--- src/rtl/pid_controller_variable_dt_macros.svh ---
// assertion macros for the pid controller block
`ifndef PID_CONTROLLER_VARIABLE_DT_MACROS_SVH
`define PID_CONTROLLER_VARIABLE_DT_MACROS_SVH

// same-cycle implication, checked outside reset
`define PIDVDT_ASSERT_IMPL(label, clk, rst_n, ante, cons) \
  label: assert property (@(posedge clk) disable iff (!rst_n) (ante) |-> (cons)) \
    else $error("pid controller check failed");

// next-cycle implication, checked outside reset
`define PIDVDT_ASSERT_NEXT(label, clk, rst_n, ante, cons) \
  label: assert property (@(posedge clk) disable iff (!rst_n) (ante) |=> (cons)) \
    else $error("pid controller check failed");

`endif

--- src/rtl/pidvdt_pkg.sv ---
// shared types, constants, arithmetic helpers and microcode table
package pidvdt_pkg;

  localparam int CFG_IDX_W = 3;
  localparam int STEP_W = 4;
  localparam int DIV_CNT_W = 6;

  // config register indexes
  typedef enum logic [CFG_IDX_W-1:0] {
    REG_SETPOINT   = 3'd0,
    REG_GAIN_P     = 3'd1,
    REG_GAIN_I     = 3'd2,
    REG_GAIN_D     = 3'd3,
    REG_LIMIT_LOW  = 3'd4,
    REG_LIMIT_HIGH = 3'd5
  } reg_idx_t;

  localparam logic [31:0] MS_PER_S = 32'd1000;
  localparam logic signed [31:0] S32_MAX = 32'sh7fffffff;
  localparam logic signed [31:0] S32_MIN = 32'sh80000000;
  localparam logic signed [64:0] WIDE_MAX = 65'sd2147483647;
  localparam logic signed [64:0] WIDE_MIN = -65'sd2147483648;

  // divider: two quotient bits per cycle by dt, 16-bit digits by 1000
  localparam int DIV_BITS_PER_CYCLE = 2;
  localparam logic [DIV_CNT_W-1:0] DIV_MS_CYCLES = 6'd8;
  localparam logic [DIV_CNT_W-1:0] DIV_SHORT_CYCLES = 6'd22;
  localparam int DIV_SHORT_SHIFT = 64 - DIV_BITS_PER_CYCLE * 22;
  // ceil(2^36 / 1000), exact for digit chunks below 2^26
  localparam logic [26:0] DIV_MS_RECIP = 27'd68719477;
  localparam int DIV_MS_SHIFT = 36;

  typedef logic [STEP_W-1:0] step_t;

  typedef enum logic [2:0] {
    MUL_NONE, MUL_ERR_KP, MUL_ERR_KI, MUL_DM_KD, MUL_QI_DT, MUL_QD_MS
  } mul_sel_t;

  typedef enum logic [1:0] {Q_NONE, Q_P, Q_QI, Q_QD} q_dst_t;
  typedef enum logic [1:0] {DIV_NONE, DIV_BY_MS, DIV_BY_DT} div_op_t;
  typedef enum logic [1:0] {RES_NONE, RES_INTEGRAL, RES_DTERM} res_dst_t;
  typedef enum logic [1:0] {OUT_NONE, OUT_FULL, OUT_P} out_op_t;

  typedef enum logic [2:0] {
    JMP_NEXT, JMP_WAIT_IN, JMP_SKIP, JMP_WAIT_DIV, JMP_WAIT_OUT, JMP_GOTO
  } jmp_t;

  // one microcode word
  typedef struct packed {
    logic     take_in;
    logic     prep;
    mul_sel_t mul_sel;
    q_dst_t   q_dst;
    div_op_t  div_op;
    res_dst_t res_dst;
    out_op_t  out_op;
    jmp_t     jmp;
    step_t    target;
  } ctrl_t;

  // datapath status seen by the sequencer
  typedef struct packed {
    logic in_take;
    logic skip;
    logic div_busy;
    logic out_busy;
  } cond_t;

  typedef struct packed {
    logic               start;
    logic               by_dt;
    logic signed [63:0] dividend;
    logic [31:0]        divisor;
  } div_req_t;

  typedef struct packed {
    logic               busy;
    logic signed [63:0] quot;
  } div_res_t;

  // program steps
  localparam step_t ST_IDLE    = 4'd0;
  localparam step_t ST_PREP    = 4'd1;
  localparam step_t ST_MUL_P   = 4'd2;
  localparam step_t ST_MUL_I   = 4'd3;
  localparam step_t ST_MUL_D   = 4'd4;
  localparam step_t ST_MUL_DT  = 4'd5;
  localparam step_t ST_DIV_MS  = 4'd6;
  localparam step_t ST_WAIT_MS = 4'd7;
  localparam step_t ST_DIV_DT  = 4'd8;
  localparam step_t ST_WAIT_DT = 4'd9;
  localparam step_t ST_OUT     = 4'd10;
  localparam step_t ST_OUT_P   = 4'd11;

  localparam ctrl_t CTRL_NOP = '{
    take_in: 1'b0, prep: 1'b0, mul_sel: MUL_NONE, q_dst: Q_NONE,
    div_op: DIV_NONE, res_dst: RES_NONE, out_op: OUT_NONE,
    jmp: JMP_NEXT, target: ST_IDLE
  };

  // control store
  function automatic ctrl_t ucode(input step_t s);
    ctrl_t c;
    c = CTRL_NOP;
    unique case (s)
      ST_IDLE: begin
        c.take_in = 1'b1;
        c.jmp = JMP_WAIT_IN;
      end
      ST_PREP: begin
        c.prep = 1'b1;
      end
      ST_MUL_P: begin
        c.mul_sel = MUL_ERR_KP;
      end
      ST_MUL_I: begin
        c.q_dst = Q_P;
        c.mul_sel = MUL_ERR_KI;
        c.jmp = JMP_SKIP;
        c.target = ST_OUT_P;
      end
      ST_MUL_D: begin
        c.q_dst = Q_QI;
        c.mul_sel = MUL_DM_KD;
      end
      ST_MUL_DT: begin
        c.q_dst = Q_QD;
        c.mul_sel = MUL_QI_DT;
      end
      ST_DIV_MS: begin
        c.mul_sel = MUL_QD_MS;
        c.div_op = DIV_BY_MS;
      end
      ST_WAIT_MS: begin
        c.res_dst = RES_INTEGRAL;
        c.jmp = JMP_WAIT_DIV;
      end
      ST_DIV_DT: begin
        c.div_op = DIV_BY_DT;
      end
      ST_WAIT_DT: begin
        c.res_dst = RES_DTERM;
        c.jmp = JMP_WAIT_DIV;
      end
      ST_OUT: begin
        c.out_op = OUT_FULL;
        c.jmp = JMP_WAIT_OUT;
        c.target = ST_IDLE;
      end
      ST_OUT_P: begin
        c.out_op = OUT_P;
        c.jmp = JMP_WAIT_OUT;
        c.target = ST_IDLE;
      end
      default: begin
        c.jmp = JMP_GOTO;
        c.target = ST_IDLE;
      end
    endcase
    return c;
  endfunction

  function automatic logic signed [64:0] sx65(input logic signed [31:0] v);
    return $signed({{33{v[31]}}, v});
  endfunction

  // saturate to the signed 32-bit range
  function automatic logic signed [31:0] sat32(input logic signed [64:0] x);
    logic signed [31:0] r;
    if (x > WIDE_MAX) begin
      r = S32_MAX;
    end else if (x < WIDE_MIN) begin
      r = S32_MIN;
    end else begin
      r = x[31:0];
    end
    return r;
  endfunction

  // q16.16 product: floor by 2^16, then saturate
  function automatic logic signed [31:0] qfix(input logic signed [63:0] p);
    logic signed [47:0] s;
    s = p[63:16];
    return sat32($signed({{17{s[47]}}, s}));
  endfunction

  // upper limit first, lower limit second
  function automatic logic signed [31:0] clamp_lim(input logic signed [64:0] x,
                                                   input logic signed [31:0] lo,
                                                   input logic signed [31:0] hi);
    logic signed [64:0] r;
    r = x;
    if (r > sx65(hi)) begin
      r = sx65(hi);
    end
    if (r < sx65(lo)) begin
      r = sx65(lo);
    end
    return r[31:0];
  endfunction

endpackage

--- src/rtl/pidvdt_seq.sv ---
// step counter and control store with conditional jumps
module pidvdt_seq (
  input  logic              clk,
  input  logic              rst_n,
  input  pidvdt_pkg::cond_t cond,
  output pidvdt_pkg::ctrl_t ctrl,
  output pidvdt_pkg::step_t pc
);
  import pidvdt_pkg::*;

  step_t pc_r, pc_nxt;
  step_t pc_inc;

  assign ctrl = ucode(pc_r);
  assign pc = pc_r;
  assign pc_inc = pc_r + 4'd1;

  // next step
  always_comb begin
    unique case (ctrl.jmp)
      JMP_NEXT:     pc_nxt = pc_inc;
      JMP_WAIT_IN:  pc_nxt = cond.in_take ? pc_inc : pc_r;
      JMP_SKIP:     pc_nxt = cond.skip ? ctrl.target : pc_inc;
      JMP_WAIT_DIV: pc_nxt = cond.div_busy ? pc_r : pc_inc;
      JMP_WAIT_OUT: pc_nxt = cond.out_busy ? pc_r : ctrl.target;
      JMP_GOTO:     pc_nxt = ctrl.target;
      default:      pc_nxt = ST_IDLE;
    endcase
  end

  always_ff @(posedge clk) begin
    if (!rst_n) begin
      pc_r <= ST_IDLE;
    end else begin
      pc_r <= pc_nxt;
    end
  end

endmodule

--- config.mk ---
export PLATFORM = sky130hd
export DESIGN_NAME = pidvdt_seq
export DESIGN_NICKNAME = d
export VERILOG_FILES = /design/src/rtl/pid_controller_variable_dt_macros.svh /design/src/rtl/pidvdt_pkg.sv /design/src/rtl/pidvdt_seq.sv
export SDC_FILE = /design/constraint.sdc
export NUM_CORES = 1
export LEC_CHECK = 0
export BUFFER_PORTS_ARGS = -buffer_cell sky130_fd_sc_hd__buf_2
export CAP_MARGIN = 20
export CORE_MARGIN = 4
export CORE_UTILIZATION = 35
export CTS_BUF_LIST = sky130_fd_sc_hd__clkbuf_16
export DETAILED_ROUTE_END_ITERATION = 10
export PLACE_DENSITY = 0.72
export SLEW_MARGIN = 40
export SYNTH_ARGS = -nofsm -noshare
export SYNTH_HDL_FRONTEND = slang
export SYNTH_SLANG_ARGS = --single-unit
export TNS_END_PERCENT = 20
--- constraint.sdc ---
create_clock -name clk -period 2.19 [get_ports clk]
set_input_delay 0 -clock clk [delete_from_list [all_inputs] [get_ports clk]]
set_output_delay 0 -clock clk [all_outputs]
set_load 0.02 [all_outputs]
### Yosys cells after proc, flatten, opt, wreduce, memory -nomap -nowiden

Cells that the tools add are included.

| storage, ports and cells | value |
|---|---|
| register bits after elaboration | 4 |
| bits of input ports | 6 |
| word-level logic and storage cells | 41 |

| operators by class | value |
|---|---|
| $add $sub $neg | 1 |
| equal/unequal tests | 19 |
| muxes and demuxes | 14 |
| reduce and logical (&&, ||, !) cells | 6 |

Operators by type and width:

| kind | number |
|---|---|
| one-hot mux 3 bit (5 select lines) | 2 |
| one-hot mux 4 bit (6 select lines) | 1 |
| two-way mux 4 bit | 5 |
| == test 4 x 3 -> 1 bit (second input constant) | 4 |
| == test 4 bit (second input constant) | 4 |
| one-hot mux 2 bit (2 select lines) | 3 |
| == test 4 x 2 -> 1 bit (second input constant) | 2 |
| == test 3 x 2 -> 1 bit (second input constant) | 2 |
| == test 3 bit (second input constant) | 2 |
| inequality test 2 bit (second input constant) | 3 |
| one-hot mux 2 bit (3 select lines) | 1 |
| OR reduction 6 bit | 1 |
| adder 4 x 1 -> 4 bit (second input constant) | 1 |
| == test 4 x 1 -> 1 bit (second input constant) | 1 |
| logical NOT 4 bit | 1 |
| OR reduction 2 bit | 2 |
| == test 3 x 1 -> 1 bit (second input constant) | 1 |
| logical NOT 3 bit | 1 |
| AND reduction 3 bit | 1 |
| two-way mux 1 bit | 2 |

### Logic depth before layout (Yosys ltp)

| logic depth | value |
|---|---|
| depth after elaboration | 6 |
| mapped depth | 8 |
| mapped depth without buffers | 7 |

### Worst setup path after synthesis

No wires, ideal clock.

| path | value |
|---|---|
| kind | flip-flop to flip-flop |
| from | reg pc_r[0], in the netlist pc[0] |
| to | reg pc_r[3], in the netlist pc[3] |
| library setup time | 0.123 ns |
| arrival | 1.952 ns |
| data required time | 2.067 ns |
| path slack | 0.115 ns |
| stages on the path, launching flop included | 9 |
| clock period less this slack | 2.075 ns |
| path through | dfxtp_1 -> inv_1 -> ha_1 -> buf_4 -> or4_4 -> a21boi_1 -> and4b_4 -> o21a_2 -> o21ai_1 |

| between the ends | value |
|---|---|
| cells in the longest elaborated chain, start to end | 6 |
| elaborated cells on any way between the ends | 33 |
| those cells by class | 1 x add/sub; 19 x eq/ne; 7 x mux; 6 x reduce/logical |

RTL lines:

| element | RTL line | source |
|---|---|---|
| start: declaration | pidvdt_seq.sv:11 | `step_t pc_r, pc_nxt;` |
| start signal: assignment | pidvdt_seq.sv:35 | `pc_r <= pc_nxt;` |
| == test 4 bit, or another cell as far along | pidvdt_pkg.sv:105 | `unique case (s)` |
| OR reduction 6 bit (no line) or OR reduction 2 bit (tied branches) | -- |  |
| one-hot mux 3 bit (5 select lines) | pidvdt_pkg.sv:105 |  |
| == test 3 x 1 -> 1 bit, or another cell as far along | pidvdt_seq.sv:20 | `unique case (ctrl.jmp)` |
| inequality test 2 bit (no line) | -- |  |
| AND reduction 3 bit (no line) | -- |  |

Parallel ways exist; a longest one is shown, timed or not. The select of a mux whose other input is x is not followed.
A chain may end at the register's enable or synchronous reset.

### Final worst setup path

| path | value |
|---|---|
| from | reg pc_r[0], in the netlist pc[0] |
| to | reg pc_r[2], in the netlist pc[2] |

The elaborated chain is that of the path after synthesis.

==> metrics.txt <==
outcome=completed; gr ovfl total=0; FMAX=0.484 GHz; Post-Route WL=1630 um; Nets=approximately 130; FP Rows=15; flop2flop setup slack=~0.13 ns; Diodes inserted=0; Yosys warning count=0; top cells by area, synth=dfxtp_1 12%, and2_1 8.8%, buf_4 8.2%, ha_1 7.8%, a21oi_1 4.7%; min Tclk post-route=2.06 ns; Reg2Reg Launch Point=pc[0]; Global Route Usage Sum=0.128; max cap viols=0; share of the synthesized area in the top cell type=0.125; CP Cell Sequence=inv_1 -> ha_1 -> or4_4 -> a21boi_1 -> and4b_4 -> o31ai_2 -> a21oi_1; core area=approximately 1700 um2; hpwl dp=roughly 1200 um; H-tree Lvls=1; setup slack after layout=0.125 ns; Area Overhead vs Synth=34.5%; Max rail drop VDD=0.924 mV; critical-path cell with the highest stage delay=or4_4; M3 GR Usage=0.0496; I/O pin total=30; routability cong.=0.721; worst setup path endpoint=pc[2]; worst hold path class=primary input to register; DRT iter0 DRCs=7; DIE AREA=about 2600 um2; Synth cell types=34; Top delay family on crit path=simple AND/OR/NAND/NOR gates; initial antenna violation count=0; CP Data Arrival Time=2.22 ns; area leader, netlist=dfxtp_1; worst flop-to-flop path endpoint=pc[2]; CTS tree=built; final setup TNS=0 ns; final cell count without fillers=around 140; Initial Utilization=0.372; CTS Sinks=4; crit end category=register; largest net degree at the start of global routing=14; crit path buf inv count=1; Worst Skew=0.00480 ns; Pwr Density=roughly 1500 nW/um2; number of global-route vias before repair=about 640; post-synthesis register bit count=4; Mapped Area=about 640 um2; Post-route DRC=0; Crit path depth=7; Setup crit start=pc[0]; Resize count post-CTS=0; Die W=50.8 um; TritonCTS Buffers=3; startpoint types=register; per-cell routed wire length=between 10 and 15 um; reg2reg path depth=7; area of the multi-input gates=between 400 and 500 um2; Tcrit/Tclk final=0.943; Top Usage Layer GRT=met2; GR Layer Usage met1=0.141; Place WS=~0.18 ns; Leakage=~0.45 nW; max reg flops=4; fillers=182; 1st-pass router iterations=4; Vias/cell=~5; sequential area share after synthesis=0.125; clock-pin slew on the worst setup and hold paths=~0.030 ns; Required @ worst endpoint=roughly 2.3 ns; CP max FO=7; Pins Over Slew Limit=0; final setup vio count=0; die height=about 51 um; clock tree buffer depth=2; Mapped Cells=87; clk_lat worst skew=between 0.2 and 0.25 ns; FF+latch area=between 80 and 90 um2; routed vias=693; CTS Hold Buffers Added=0; first-pass GRT wire length=approximately 2600 um; RSZ-0062 raised after global routing=false; path type of the worst setup path=register to register; Avg Synthesized Cell Area=~7.4 um2; GR Util met2=0.230; ANT nets after route=0; Net Count, Synth=97; Port Buffers=28; share of cells above drive strength 1=0.412; Hold Vio Cnt, Final=0; Root Driver=clkbuf_16; dpl cells=about 140; placed instance area=788 um2; Setup Fix Bufs, Post-CTS=0; post-layout instance area=863 um2; Max stage delay on crit path=0.52 ns
## cell type report
class / count / area share
inverter: 6 / 0.0261
tap: 25 / 0.0362
timing repair buffer: 33 / 0.206
sequential: 4 / 0.0928
multi-input combinational: 68 / 0.552
clock buffer: 3 / 0.0870
## cell families (layout without fill, tap and decap cells)
logic type               after synthesis  in the layout  share of synthesized area
AND/OR/NAND/NOR                       36             36                      0.339
buffers and inverters                 15             42                      0.133
other                                  1              1                    0.00584
adder cells (fa/ha/maj)                4              4                     0.0780
AO/OA/AOI/OAI                         27             27                      0.320
flip-flops                             4              4                      0.125
## worst min path at each step
stage | end | cells past startpoint | startpoint
6_report | pc[3] | 3 | rst_n
3_5_place_dp | pc[3] | 3 | rst_n
3_3_place_gp | pc[3] | 3 | rst_n
5_1_grt | pc[3] | 3 | rst_n
2_1_floorplan | pc[3] | 2 | rst_n
4_1_cts | pc[3] | 3 | rst_n
## synth_stat cells (all sizes together)
cell / n
and2: 9
buf: 9
a21oi: 7
nand2: 7
nor2: 7
o21ai: 7
inv: 6
dfxtp: 4
ha: 4
nor2b: 3
o21a: 3
o31ai: 3
a211o: 2
and2b: 2
nand4: 2
a21boi: 1
a21o: 1
a311oi: 1
a32oi: 1
and4b: 1
conb: 1
nand2b: 1
nand3b: 1
nand4b: 1
nor3: 1
o2111ai: 1
or4: 1
## worst register-to-register path, cell delays in order, from the launching register on
cell and delay (ns):
dfxtp_1 0.44, inv_1 0.10, ha_1 0.23, or4_4 0.52
a21boi_1 0.17, and4b_4 0.29, o31ai_2 0.07, a21oi_1 0.17
## per-layer routing
| metal | up-vias | wire, um |
|---|---|---|
| li1 | 352 | - |
| met1 | 319 | 687 |
| met2 | 20 | 821 |
| met3 | 2 | 101 |
| met4 | 0 | 18 |
| met5 | - | 0 |
## layout by cell type, fill, tap and decap left out, types with 2 or more instances in the layout
cell,n
buf_4,5
o21a_1,2
a21oi_1,6
nor2b_1,3
inv_1,5
o31ai_1,2
buf_2,28
clkbuf_16,3
dfxtp_1,4
o21ai_0,3
nand4_1,2
ha_1,4
and2_1,9
nor2_1,6
nand2_1,7
o21ai_1,4
a211o_1,2
and2b_2,2
## per-stage QoR
stage           util  hold slack (ns)  power (mW)
4_1_cts        0.500           0.0477        1.31
3_5_place_dp   0.457            0.282        1.02
6_report       0.500           0.0501        1.30
2_1_floorplan      -            0.144       0.802
5_1_grt        0.500           0.0849        1.40
3_3_place_gp   0.457            0.280        1.00
## report_power, final
group	leakage, nW	total, mW	switching (mW)	internal (mW)
Sequential	0.0328	0.143	0.0442	0.0987
Combinational	0.384	0.872	0.521	0.352
Clock	0.0370	0.285	0.0516	0.233
Note: power is estimated with default switching activity, not from simulation.
