--- src/rtl/pid_controller_variable_dt_macros.svh ---
// assertion macros for the pid controller block
`ifndef PID_CONTROLLER_VARIABLE_DT_MACROS_SVH
`define PID_CONTROLLER_VARIABLE_DT_MACROS_SVH

// same-cycle implication, checked outside reset
`define PIDVDT_ASSERT_IMPL(label, clk, rst_n, ante, cons) \
  label: assert property (@(posedge clk) disable iff (!rst_n) (ante) |-> (cons)) \
    else $error("pid controller check failed");

// next-cycle implication, checked outside reset
`define PIDVDT_ASSERT_NEXT(label, clk, rst_n, ante, cons) \
  label: assert property (@(posedge clk) disable iff (!rst_n) (ante) |=> (cons)) \
    else $error("pid controller check failed");

`endif

--- src/rtl/pidvdt_pkg.sv ---
// shared types, constants, arithmetic helpers and microcode table
package pidvdt_pkg;

  localparam int CFG_IDX_W = 3;
  localparam int STEP_W = 4;
  localparam int DIV_CNT_W = 6;

  // config register indexes
  typedef enum logic [CFG_IDX_W-1:0] {
    REG_SETPOINT   = 3'd0,
    REG_GAIN_P     = 3'd1,
    REG_GAIN_I     = 3'd2,
    REG_GAIN_D     = 3'd3,
    REG_LIMIT_LOW  = 3'd4,
    REG_LIMIT_HIGH = 3'd5
  } reg_idx_t;

  localparam logic [31:0] MS_PER_S = 32'd1000;
  localparam logic signed [31:0] S32_MAX = 32'sh7fffffff;
  localparam logic signed [31:0] S32_MIN = 32'sh80000000;
  localparam logic signed [64:0] WIDE_MAX = 65'sd2147483647;
  localparam logic signed [64:0] WIDE_MIN = -65'sd2147483648;

  // divider: two quotient bits per cycle by dt, 16-bit digits by 1000
  localparam int DIV_BITS_PER_CYCLE = 2;
  localparam logic [DIV_CNT_W-1:0] DIV_MS_CYCLES = 6'd8;
  localparam logic [DIV_CNT_W-1:0] DIV_SHORT_CYCLES = 6'd22;
  localparam int DIV_SHORT_SHIFT = 64 - DIV_BITS_PER_CYCLE * 22;
  // ceil(2^36 / 1000), exact for digit chunks below 2^26
  localparam logic [26:0] DIV_MS_RECIP = 27'd68719477;
  localparam int DIV_MS_SHIFT = 36;

  typedef logic [STEP_W-1:0] step_t;

  typedef enum logic [2:0] {
    MUL_NONE, MUL_ERR_KP, MUL_ERR_KI, MUL_DM_KD, MUL_QI_DT, MUL_QD_MS
  } mul_sel_t;

  typedef enum logic [1:0] {Q_NONE, Q_P, Q_QI, Q_QD} q_dst_t;
  typedef enum logic [1:0] {DIV_NONE, DIV_BY_MS, DIV_BY_DT} div_op_t;
  typedef enum logic [1:0] {RES_NONE, RES_INTEGRAL, RES_DTERM} res_dst_t;
  typedef enum logic [1:0] {OUT_NONE, OUT_FULL, OUT_P} out_op_t;

  typedef enum logic [2:0] {
    JMP_NEXT, JMP_WAIT_IN, JMP_SKIP, JMP_WAIT_DIV, JMP_WAIT_OUT, JMP_GOTO
  } jmp_t;

  // one microcode word
  typedef struct packed {
    logic     take_in;
    logic     prep;
    mul_sel_t mul_sel;
    q_dst_t   q_dst;
    div_op_t  div_op;
    res_dst_t res_dst;
    out_op_t  out_op;
    jmp_t     jmp;
    step_t    target;
  } ctrl_t;

  // datapath status seen by the sequencer
  typedef struct packed {
    logic in_take;
    logic skip;
    logic div_busy;
    logic out_busy;
  } cond_t;

  typedef struct packed {
    logic               start;
    logic               by_dt;
    logic signed [63:0] dividend;
    logic [31:0]        divisor;
  } div_req_t;

  typedef struct packed {
    logic               busy;
    logic signed [63:0] quot;
  } div_res_t;

  // program steps
  localparam step_t ST_IDLE    = 4'd0;
  localparam step_t ST_PREP    = 4'd1;
  localparam step_t ST_MUL_P   = 4'd2;
  localparam step_t ST_MUL_I   = 4'd3;
  localparam step_t ST_MUL_D   = 4'd4;
  localparam step_t ST_MUL_DT  = 4'd5;
  localparam step_t ST_DIV_MS  = 4'd6;
  localparam step_t ST_WAIT_MS = 4'd7;
  localparam step_t ST_DIV_DT  = 4'd8;
  localparam step_t ST_WAIT_DT = 4'd9;
  localparam step_t ST_OUT     = 4'd10;
  localparam step_t ST_OUT_P   = 4'd11;

  localparam ctrl_t CTRL_NOP = '{
    take_in: 1'b0, prep: 1'b0, mul_sel: MUL_NONE, q_dst: Q_NONE,
    div_op: DIV_NONE, res_dst: RES_NONE, out_op: OUT_NONE,
    jmp: JMP_NEXT, target: ST_IDLE
  };

  // control store
  function automatic ctrl_t ucode(input step_t s);
    ctrl_t c;
    c = CTRL_NOP;
    unique case (s)
      ST_IDLE: begin
        c.take_in = 1'b1;
        c.jmp = JMP_WAIT_IN;
      end
      ST_PREP: begin
        c.prep = 1'b1;
      end
      ST_MUL_P: begin
        c.mul_sel = MUL_ERR_KP;
      end
      ST_MUL_I: begin
        c.q_dst = Q_P;
        c.mul_sel = MUL_ERR_KI;
        c.jmp = JMP_SKIP;
        c.target = ST_OUT_P;
      end
      ST_MUL_D: begin
        c.q_dst = Q_QI;
        c.mul_sel = MUL_DM_KD;
      end
      ST_MUL_DT: begin
        c.q_dst = Q_QD;
        c.mul_sel = MUL_QI_DT;
      end
      ST_DIV_MS: begin
        c.mul_sel = MUL_QD_MS;
        c.div_op = DIV_BY_MS;
      end
      ST_WAIT_MS: begin
        c.res_dst = RES_INTEGRAL;
        c.jmp = JMP_WAIT_DIV;
      end
      ST_DIV_DT: begin
        c.div_op = DIV_BY_DT;
      end
      ST_WAIT_DT: begin
        c.res_dst = RES_DTERM;
        c.jmp = JMP_WAIT_DIV;
      end
      ST_OUT: begin
        c.out_op = OUT_FULL;
        c.jmp = JMP_WAIT_OUT;
        c.target = ST_IDLE;
      end
      ST_OUT_P: begin
        c.out_op = OUT_P;
        c.jmp = JMP_WAIT_OUT;
        c.target = ST_IDLE;
      end
      default: begin
        c.jmp = JMP_GOTO;
        c.target = ST_IDLE;
      end
    endcase
    return c;
  endfunction

  function automatic logic signed [64:0] sx65(input logic signed [31:0] v);
    return $signed({{33{v[31]}}, v});
  endfunction

  // saturate to the signed 32-bit range
  function automatic logic signed [31:0] sat32(input logic signed [64:0] x);
    logic signed [31:0] r;
    if (x > WIDE_MAX) begin
      r = S32_MAX;
    end else if (x < WIDE_MIN) begin
      r = S32_MIN;
    end else begin
      r = x[31:0];
    end
    return r;
  endfunction

  // q16.16 product: floor by 2^16, then saturate
  function automatic logic signed [31:0] qfix(input logic signed [63:0] p);
    logic signed [47:0] s;
    s = p[63:16];
    return sat32($signed({{17{s[47]}}, s}));
  endfunction

  // upper limit first, lower limit second
  function automatic logic signed [31:0] clamp_lim(input logic signed [64:0] x,
                                                   input logic signed [31:0] lo,
                                                   input logic signed [31:0] hi);
    logic signed [64:0] r;
    r = x;
    if (r > sx65(hi)) begin
      r = sx65(hi);
    end
    if (r < sx65(lo)) begin
      r = sx65(lo);
    end
    return r[31:0];
  endfunction

endpackage

--- src/rtl/pidvdt_div.sv ---
// divider, truncating: two bits per cycle by dt, reciprocal digits by 1000
module pidvdt_div (
  input  logic                 clk,
  input  logic                 rst_n,
  input  pidvdt_pkg::div_req_t req,
  output pidvdt_pkg::div_res_t res
);
  import pidvdt_pkg::*;

  logic [DIV_CNT_W-1:0] cnt_r;
  logic [63:0]          quo_r, quo_nxt;
  logic [31:0]          rem_r, rem_nxt;
  logic [31:0]          divisor_r;
  logic                 neg_r;
  logic                 by_ms_r;
  logic [15:0]          qdig_r;
  logic [63:0]          mag;
  logic [32:0]          trial;
  logic [25:0]          chunk;
  logic [51:0]          recip_prod;
  logic [15:0]          qdig;
  logic [25:0]          rem_ms;

  // dividend magnitude
  assign mag = req.dividend[63] ? (~req.dividend + 64'd1) : req.dividend;

  // restoring steps for one cycle
  always_comb begin
    rem_nxt = rem_r;
    quo_nxt = quo_r;
    trial = '0;
    for (int i = 0; i < DIV_BITS_PER_CYCLE; i++) begin
      trial = {rem_nxt, quo_nxt[63]};
      quo_nxt = {quo_nxt[62:0], 1'b0};
      if (trial >= {1'b0, divisor_r}) begin
        trial = trial - {1'b0, divisor_r};
        quo_nxt[0] = 1'b1;
      end
      rem_nxt = trial[31:0];
    end
  end

  // by 1000: remainder and next 16-bit digit, quotient digit by reciprocal
  assign chunk      = {rem_r[9:0], quo_r[63:48]};
  assign recip_prod = {26'd0, chunk} * {25'd0, DIV_MS_RECIP};
  assign qdig       = 16'(recip_prod >> DIV_MS_SHIFT);
  assign rem_ms     = chunk - ({10'd0, qdig_r} * MS_PER_S[25:0]);

  // cycle counter
  always_ff @(posedge clk) begin
    if (!rst_n) begin
      cnt_r <= '0;
    end else if (req.start) begin
      cnt_r <= req.by_dt ? DIV_SHORT_CYCLES : DIV_MS_CYCLES;
    end else if (cnt_r != '0) begin
      cnt_r <= cnt_r - 6'd1;
    end
  end

  // quotient and remainder; by 1000 alternates digit estimate and remainder
  always_ff @(posedge clk) begin
    if (req.start) begin
      quo_r     <= req.by_dt ? (mag << DIV_SHORT_SHIFT) : mag;
      rem_r     <= '0;
      divisor_r <= req.divisor;
      neg_r     <= req.dividend[63];
      by_ms_r   <= !req.by_dt;
    end else if (cnt_r != '0) begin
      if (!by_ms_r) begin
        quo_r <= quo_nxt;
        rem_r <= rem_nxt;
      end else if (!cnt_r[0]) begin
        qdig_r <= qdig;
      end else begin
        quo_r <= {quo_r[47:0], qdig_r};
        rem_r <= 32'(rem_ms);
      end
    end
  end

  assign res.busy = (cnt_r != '0);
  assign res.quot = neg_r ? $signed(~quo_r + 64'd1) : $signed(quo_r);

endmodule

--- config.mk ---
export PLATFORM = sky130hd
export DESIGN_NAME = pidvdt_div
export DESIGN_NICKNAME = d
export VERILOG_FILES = /design/src/rtl/pid_controller_variable_dt_macros.svh /design/src/rtl/pidvdt_pkg.sv /design/src/rtl/pidvdt_div.sv
export SDC_FILE = /design/constraint.sdc
export NUM_CORES = 1
export LEC_CHECK = 0
export BUFFER_PORTS_ARGS = -buffer_cell sky130_fd_sc_hd__buf_2
export CORE_ASPECT_RATIO = 0.9
export CORE_MARGIN = 1.5
export CORE_UTILIZATION = 27
export CTS_BUF_LIST = sky130_fd_sc_hd__clkbuf_16
export CTS_CLUSTER_DIAMETER = 40
export DETAILED_ROUTE_END_ITERATION = 10
export GPL_TIMING_DRIVEN = 0
export PLACE_DENSITY = 0.44
export SETUP_SLACK_MARGIN = 0.05
export SLEW_MARGIN = 10
export SYNTH_ARGS = -nofsm -noshare
export SYNTH_HDL_FRONTEND = slang
export SYNTH_SLANG_ARGS = --single-unit
--- constraint.sdc ---
create_clock -name clk -period 18.7 [get_ports clk]
set_input_delay 1.87 -clock clk [delete_from_list [all_inputs] [get_ports clk]]
set_output_delay 1.87 -clock clk [all_outputs]
set_load 0.05 [all_outputs]
# == Yosys cells after proc, flatten, opt, wreduce, memory -nomap -nowiden ==
# Cells that the tools add are included.
# word_totals
out_inout_bits,65
wordCells,45
reg_bits,152
in_bits,100
# classes
n_eq_ne,2
multipliers,2
mux,16
bitwise,4
n_addsub,6
order_cmp,2
reduce_logical,6
# op_table
cell,count
two-way mux 64 bit,7
adder 64 x 1 -> 64 bit (second input constant),2
two-way mux 32 bit,4
NOT 64 bit,2
greater-or-equal comparator 33 x 32 -> 1 bit,2
subtractor 32 bit,2
multiplier 26 x 27 -> 52 bit (second input constant),1
subtractor 26 bit,1
multiplier 16 x 7 -> 23 bit (second input constant),1
two-way mux 6 bit,2
nonzero test 6 bit,1
subtractor 6 x 1 -> 6 bit (second input constant),1
two-way mux 5 bit,1
AND reduction 2 bit,2
AND reduction 4 bit,1
!= test 3 bit (second input constant),1
two-way mux 1 bit,2
!= test 2 bit (second input constant),1
NOT 1 bit,2
nonzero test 2 bit,1
zero test 1 bit,1

# == Logic depth before layout (Yosys ltp) ==
# depth
word_depth,7
depth_mapped,29
ltp_nobuf,29

# == Worst setup path after synthesis ==
# OpenSTA, ideal clock, no wires.
# synth_timing
kind,register -> register
start,reg rem_r[8]
end,reg qdig_r[15] (data pin)
n_path_buf,0
period_less_slack_ns,6.858
setup_ns,0.260
arrival_ns,6.598
stages_incl_launch_ff,25
t_required_ns,18.440
slack_ns,11.842
path_cell_list,dfxtp_1 > fa_1 > inv_1 > fa_1 > fa_1 > inv_1 > fa_1 > fa_1 > inv_1 > fa_1 > fa_1 > inv_1 > ha_1 > a21oi_1 > o21ai_0 > nor4_1 > o21ai_0 > o211ai_1 > nor2_1 > o211ai_1 > o211a_1 > nor3_1 > o32a_1 > a21o_1 > xnor2_1
# synth_via
elab_chain_len,1
# synth_rtl
element,line_no,source
start: declaration,pidvdt_div.sv:12,"logic [31:0] rem_r, rem_nxt;"
start signal: assignment,pidvdt_div.sv:71,rem_r <= rem_nxt;
start signal: assignment,pidvdt_div.sv:76,rem_r <= 32'(rem_ms);
multiplier 26 x 27 -> 52 bit,pidvdt_div.sv:45,"assign recip_prod = {26'd0, chunk} * {25'd0, DIV_MS_RECIP};"
via recip_prod[51],pidvdt_div.sv:20,logic [51:0] recip_prod;
end signal: assignment,pidvdt_div.sv:73,qdig_r <= qdig;
end: declaration,pidvdt_div.sv:16,logic [15:0] qdig_r;
# The timed path passes the listed nets, and every way through them passes these cells.
# A chain may end at the register's enable or synchronous reset.

# == Worst setup path in the final report ==
# layout_timing
start,reg quo_r[63]
end,reg quo_r[0] (data pin)
# layout_via
elab_chain_len,7
elab_cells_between_ends,8
cone_classes,1 x add/sub; 2 x order compare; 5 x mux
# layout_rtl
element,line_no,source
start: declaration,pidvdt_div.sv:11,"logic [63:0] quo_r, quo_nxt;"
start signal: assignment,pidvdt_div.sv:63,quo_r <= req.by_dt ? (mag << DIV_SHORT_SHIFT) : mag;
start signal: assignment,pidvdt_div.sv:70,quo_r <= quo_nxt;
start signal: assignment,pidvdt_div.sv:75,"quo_r <= {quo_r[47:0], qdig_r};"
subtractor 32 bit / greater-or-equal comparator 33 x 32 -> 1 bit (equally long branches),"pidvdt_div.sv:36, pidvdt_div.sv:35",
two-way mux 32 bit (*),pidvdt_div.sv:35,"if (trial >= {1'b0, divisor_r}) begin"
greater-or-equal comparator 33 x 32 -> 1 bit (*),pidvdt_div.sv:35,
two-way mux 1 bit (*),pidvdt_div.sv:35,
two-way mux 64 bit (*),pidvdt_div.sv:69,if (!by_ms_r) begin
two-way mux 64 bit (*),pidvdt_div.sv:68,end else if (cnt_r != '0) begin
two-way mux 64 bit (*),pidvdt_div.sv:62,if (req.start) begin
# Every way passes the cells marked *; elsewhere a longest branch is shown, timed or not. The select of a mux whose other input is x is not followed.

==> flow_summary.json <==
{
  "synthFlopType": "edfxtp_1",
  "clkSinkCount": 152,
  "grt_usage_pct": 18.8,
  "first_pass_iters": 5,
  "cts_setup_buffers": 0,
  "hold_path_class": "reg -> reg",
  "die_area_um2": 100000,
  "clk_pin_slew_ns": 0.07,
  "grt_pass1_vias": 21600,
  "grt_pass1_wl_um": 141000,
  "grt_overflow": 0,
  "die_h_um": 301,
  "yosys-top-cells-count": "inv_1, ha_1, fa_1",
  "worst_ep_required_time_ns": 18.88,
  "status": "complete, no violations",
  "r2r-end": "quo_r[0]",
  "cp-start-kind": "flip-flop",
  "io_pins": 165,
  "htreeDepth": 4,
  "yosysTopAreaCell": "fa_1",
  "initial_core_util_pct": 27.2,
  "viasPerCell": 4.90,
  "arrival_ns": 9.14,
  "syn_nets": 3713,
  "synth_top_area_share_pct": 20.2,
  "path_buf_inv": 7,
  "hold_depth": 2,
  "ctsResizeCount": 0,
  "dp.cells": 4367,
  "yosysWarningCount": 0,
  "grt_max_degree": 62,
  "r2r_setup_slack_ns": 9.74,
  "path_class": "reg -> reg",
  "routed_wl_um": 94200,
  "cp_slowest_cell": "edfxtp_1",
  "ant_nets": 0,
  "drv_slew": 0,
  "postSynthAreaPerCell_um2": 9.10,
  "setup_viol": 0,
  "syn_inst": 2925,
  "fin_crit_ns": 8.96,
  "place_ws_ns": 9.65,
  "row_count": 109,
  "fin_crit_sh_pct": 47.9,
  "max_stage_delay_ns": 0.78,
  "clk_latency_ns": 0.46,
  "rsz0062_at_grt": "no",
  "synth_edf_count": 114,
  "r2r_start": "quo_r[63]",
  "drt_iter0_drc": 1612,
  "ys_ff_latch": 152,
  "cts_tree": "done",
  "stdcell_count": 4401,
  "tightest_slew_ns": 1.18,
  "maxCapViolations": 0,
  "cts_root_buf": "clkbuf_16",
  "yosysMostFrequentCell": "inv_1",
  "gp_congestion": 0.883,
  "synth.distinct_cells": 74,
  "die_w_um": 334,
  "maxSlewHeadroom_pct": 21.5,
  "cts_buffers": 17,
  "critical_path.most_common_cell": "clkbuf_1",
  "drive_above_1_share_pct": 8.10,
  "fin_tns_setup_ns": 0,
  "clock_skew_ns": 0.0159,
  "hold_path_end": "rem_r[26]",
  "ys_async_sr_fraction_pct": 0,
  "ys_top_cells_by_area": "fa_1, ha_1, edfxtp_1",
  "place_hpwl_um": 78000,
  "r2r_cells": 26,
  "ys_seq_area_share_pct": 15.7,
  "num_vias": 21600,
  "mappedNetlistArea_um2": 26600,
  "cp-end-kind": "flip-flop",
  "nNetsFinal": 3898,
  "coreArea_um2": 97900,
  "ctsLongestPathBuffers": 2,
  "portBuffers": 164,
  "cts_hold_buf": 0,
  "clock.fmax_mhz": 112,
  "worstHoldStart": "rem_r[26]",
  "crit_fanout": 11,
  "antenna_found_initial": 3,
  "critical-path-top-delay-family": "compound AO/OA/AOI/OAI gates",
  "hold_violations": 0,
  "finalWorstSetupSlack_ns": 9.74,
  "fin_hold_ws_ns": 0.496,
  "wl_per_cell_um": 21.4,
  "route.detailed.drc": 0,
  "syn_to_final_growth_pct": 11.5
}
-- cell families (layout without fill, tap and decap cells) --
group / after synthesis / in the layout / share of synthesized area (%)
flip-flops: 152 / 152 / 15.7
XOR/XNOR: 228 / 228 / 7.51
AND/OR/NAND/NOR: 559 / 559 / 10.4
AO/OA/AOI/OAI: 605 / 605 / 14.6
buffers and inverters: 612 / 810 / 8.67
multiplexers: 81 / 81 / 3.11
other: 0 / 2 / 0
adder cells (fa/ha/maj): 688 / 688 / 39.9
-- worst max-delay path by stage --
| stage | startpoint | to | cells after the start |
|---|---|---|---|
| final | quo_r[63] | quo_r[0] | 26 |
| after global routing | quo_r[63] | quo_r[0] | 25 |
| after CTS | quo_r[63] | quo_r[0] | 26 |
| after detailed placement | quo_r[63] | quo_r[0] | 26 |
| after global placement | quo_r[63] | quo_r[0] | 26 |
| after floorplan | rem_r[8] | qdig_r[15] | 24 |
-- per-layer routing --
layer	share of wire, %	vias to the layer above	global-route usage (%)
met1	50	10600	28.3
met2	44	516	29.5
li1	-	10400	-
met3	4.3	67	1.79
met5	0	-	0
met4	1.5	0	3.07
-- registers in the layout, summed over array words and instances, names as in the netlist --
signal,flops
quo_r,64
divisor_r,32
rem_r,32
qdig_r,16
cnt_r,6
by_ms_r,1
neg_r,1
-- stage by stage --
stage | utilization [%] | area [um^2]
detailed placement | 29.7 | 29100
finish | 30.3 | 29700
global route | 30.3 | 29700
global placement | 29.6 | 29000
floorplan | - | 26600
CTS | 30.3 | 29700
-- cell type report --
class                   instances  area, um^2
diodes                          2        5.00
plain buffers                  73         284
clock buffers                  17         425
clock inverters                15         160
fillers                     10500       68300
inverters                     539        2030
multi-input cells            2161       20100
flip-flops and latches        152        4180
well taps                    1276        1600
repair buffers                166         863
-- cells in the final DEF (no fill, tap or decap), types with 6 or more instances in the layout --
cell	count
inv_1	542
ha_1	419
fa_1	269
nand2_1	199
buf_2	166
o21ai_0	162
xnor2_1	152
a21oi_1	134
edfxtp_1	114
nor2_1	98
xor2_1	76
mux2i_1	68
clkbuf_1	62
a21o_1	52
o211ai_1	46
o31ai_1	44
nor3_1	38
dfxtp_1	38
nand3_1	34
or3_1	32
nor2b_1	27
nand2b_1	24
o22ai_1	24
o21a_1	20
a211oi_1	19
clkbuf_16	17
nand4_1	15
a31oi_1	15
and3_1	14
or2_2	14
or4_1	14
o41ai_1	14
and2_1	13
mux2_2	13
nor4_1	11
o21bai_1	7
buf_1	7
a221oi_1	6
o311ai_0	6
-- worst register-to-register path: stages, from the launching register on --
cell and delay [ns]:
edfxtp_1 0.78, inv_1 0.49, ha_1 0.23, nand2b_1 0.15, a21oi_1 0.10, o311a_1 0.40, a31o_2 0.28, a21oi_1 0.71
o31a_1 0.20, clkbuf_1 0.30, clkbuf_1 0.54, clkbuf_1 0.57, a21o_1 0.25, inv_1 0.05, ha_1 0.34, o21a_1 0.13
o31ai_1 0.13, a31oi_1 0.37, a211oi_1 0.51, a221o_1 0.26, nand2_1 0.06, a221oi_1 0.34, nand2b_1 0.23, buf_2 0.29
clkbuf_1 0.32, mux2i_1 0.53, o21ai_0 0.14
Power is left out: the tool's default activity adds up to more than one toggle a clock period on the data nets, which glitch-free logic cannot reach.
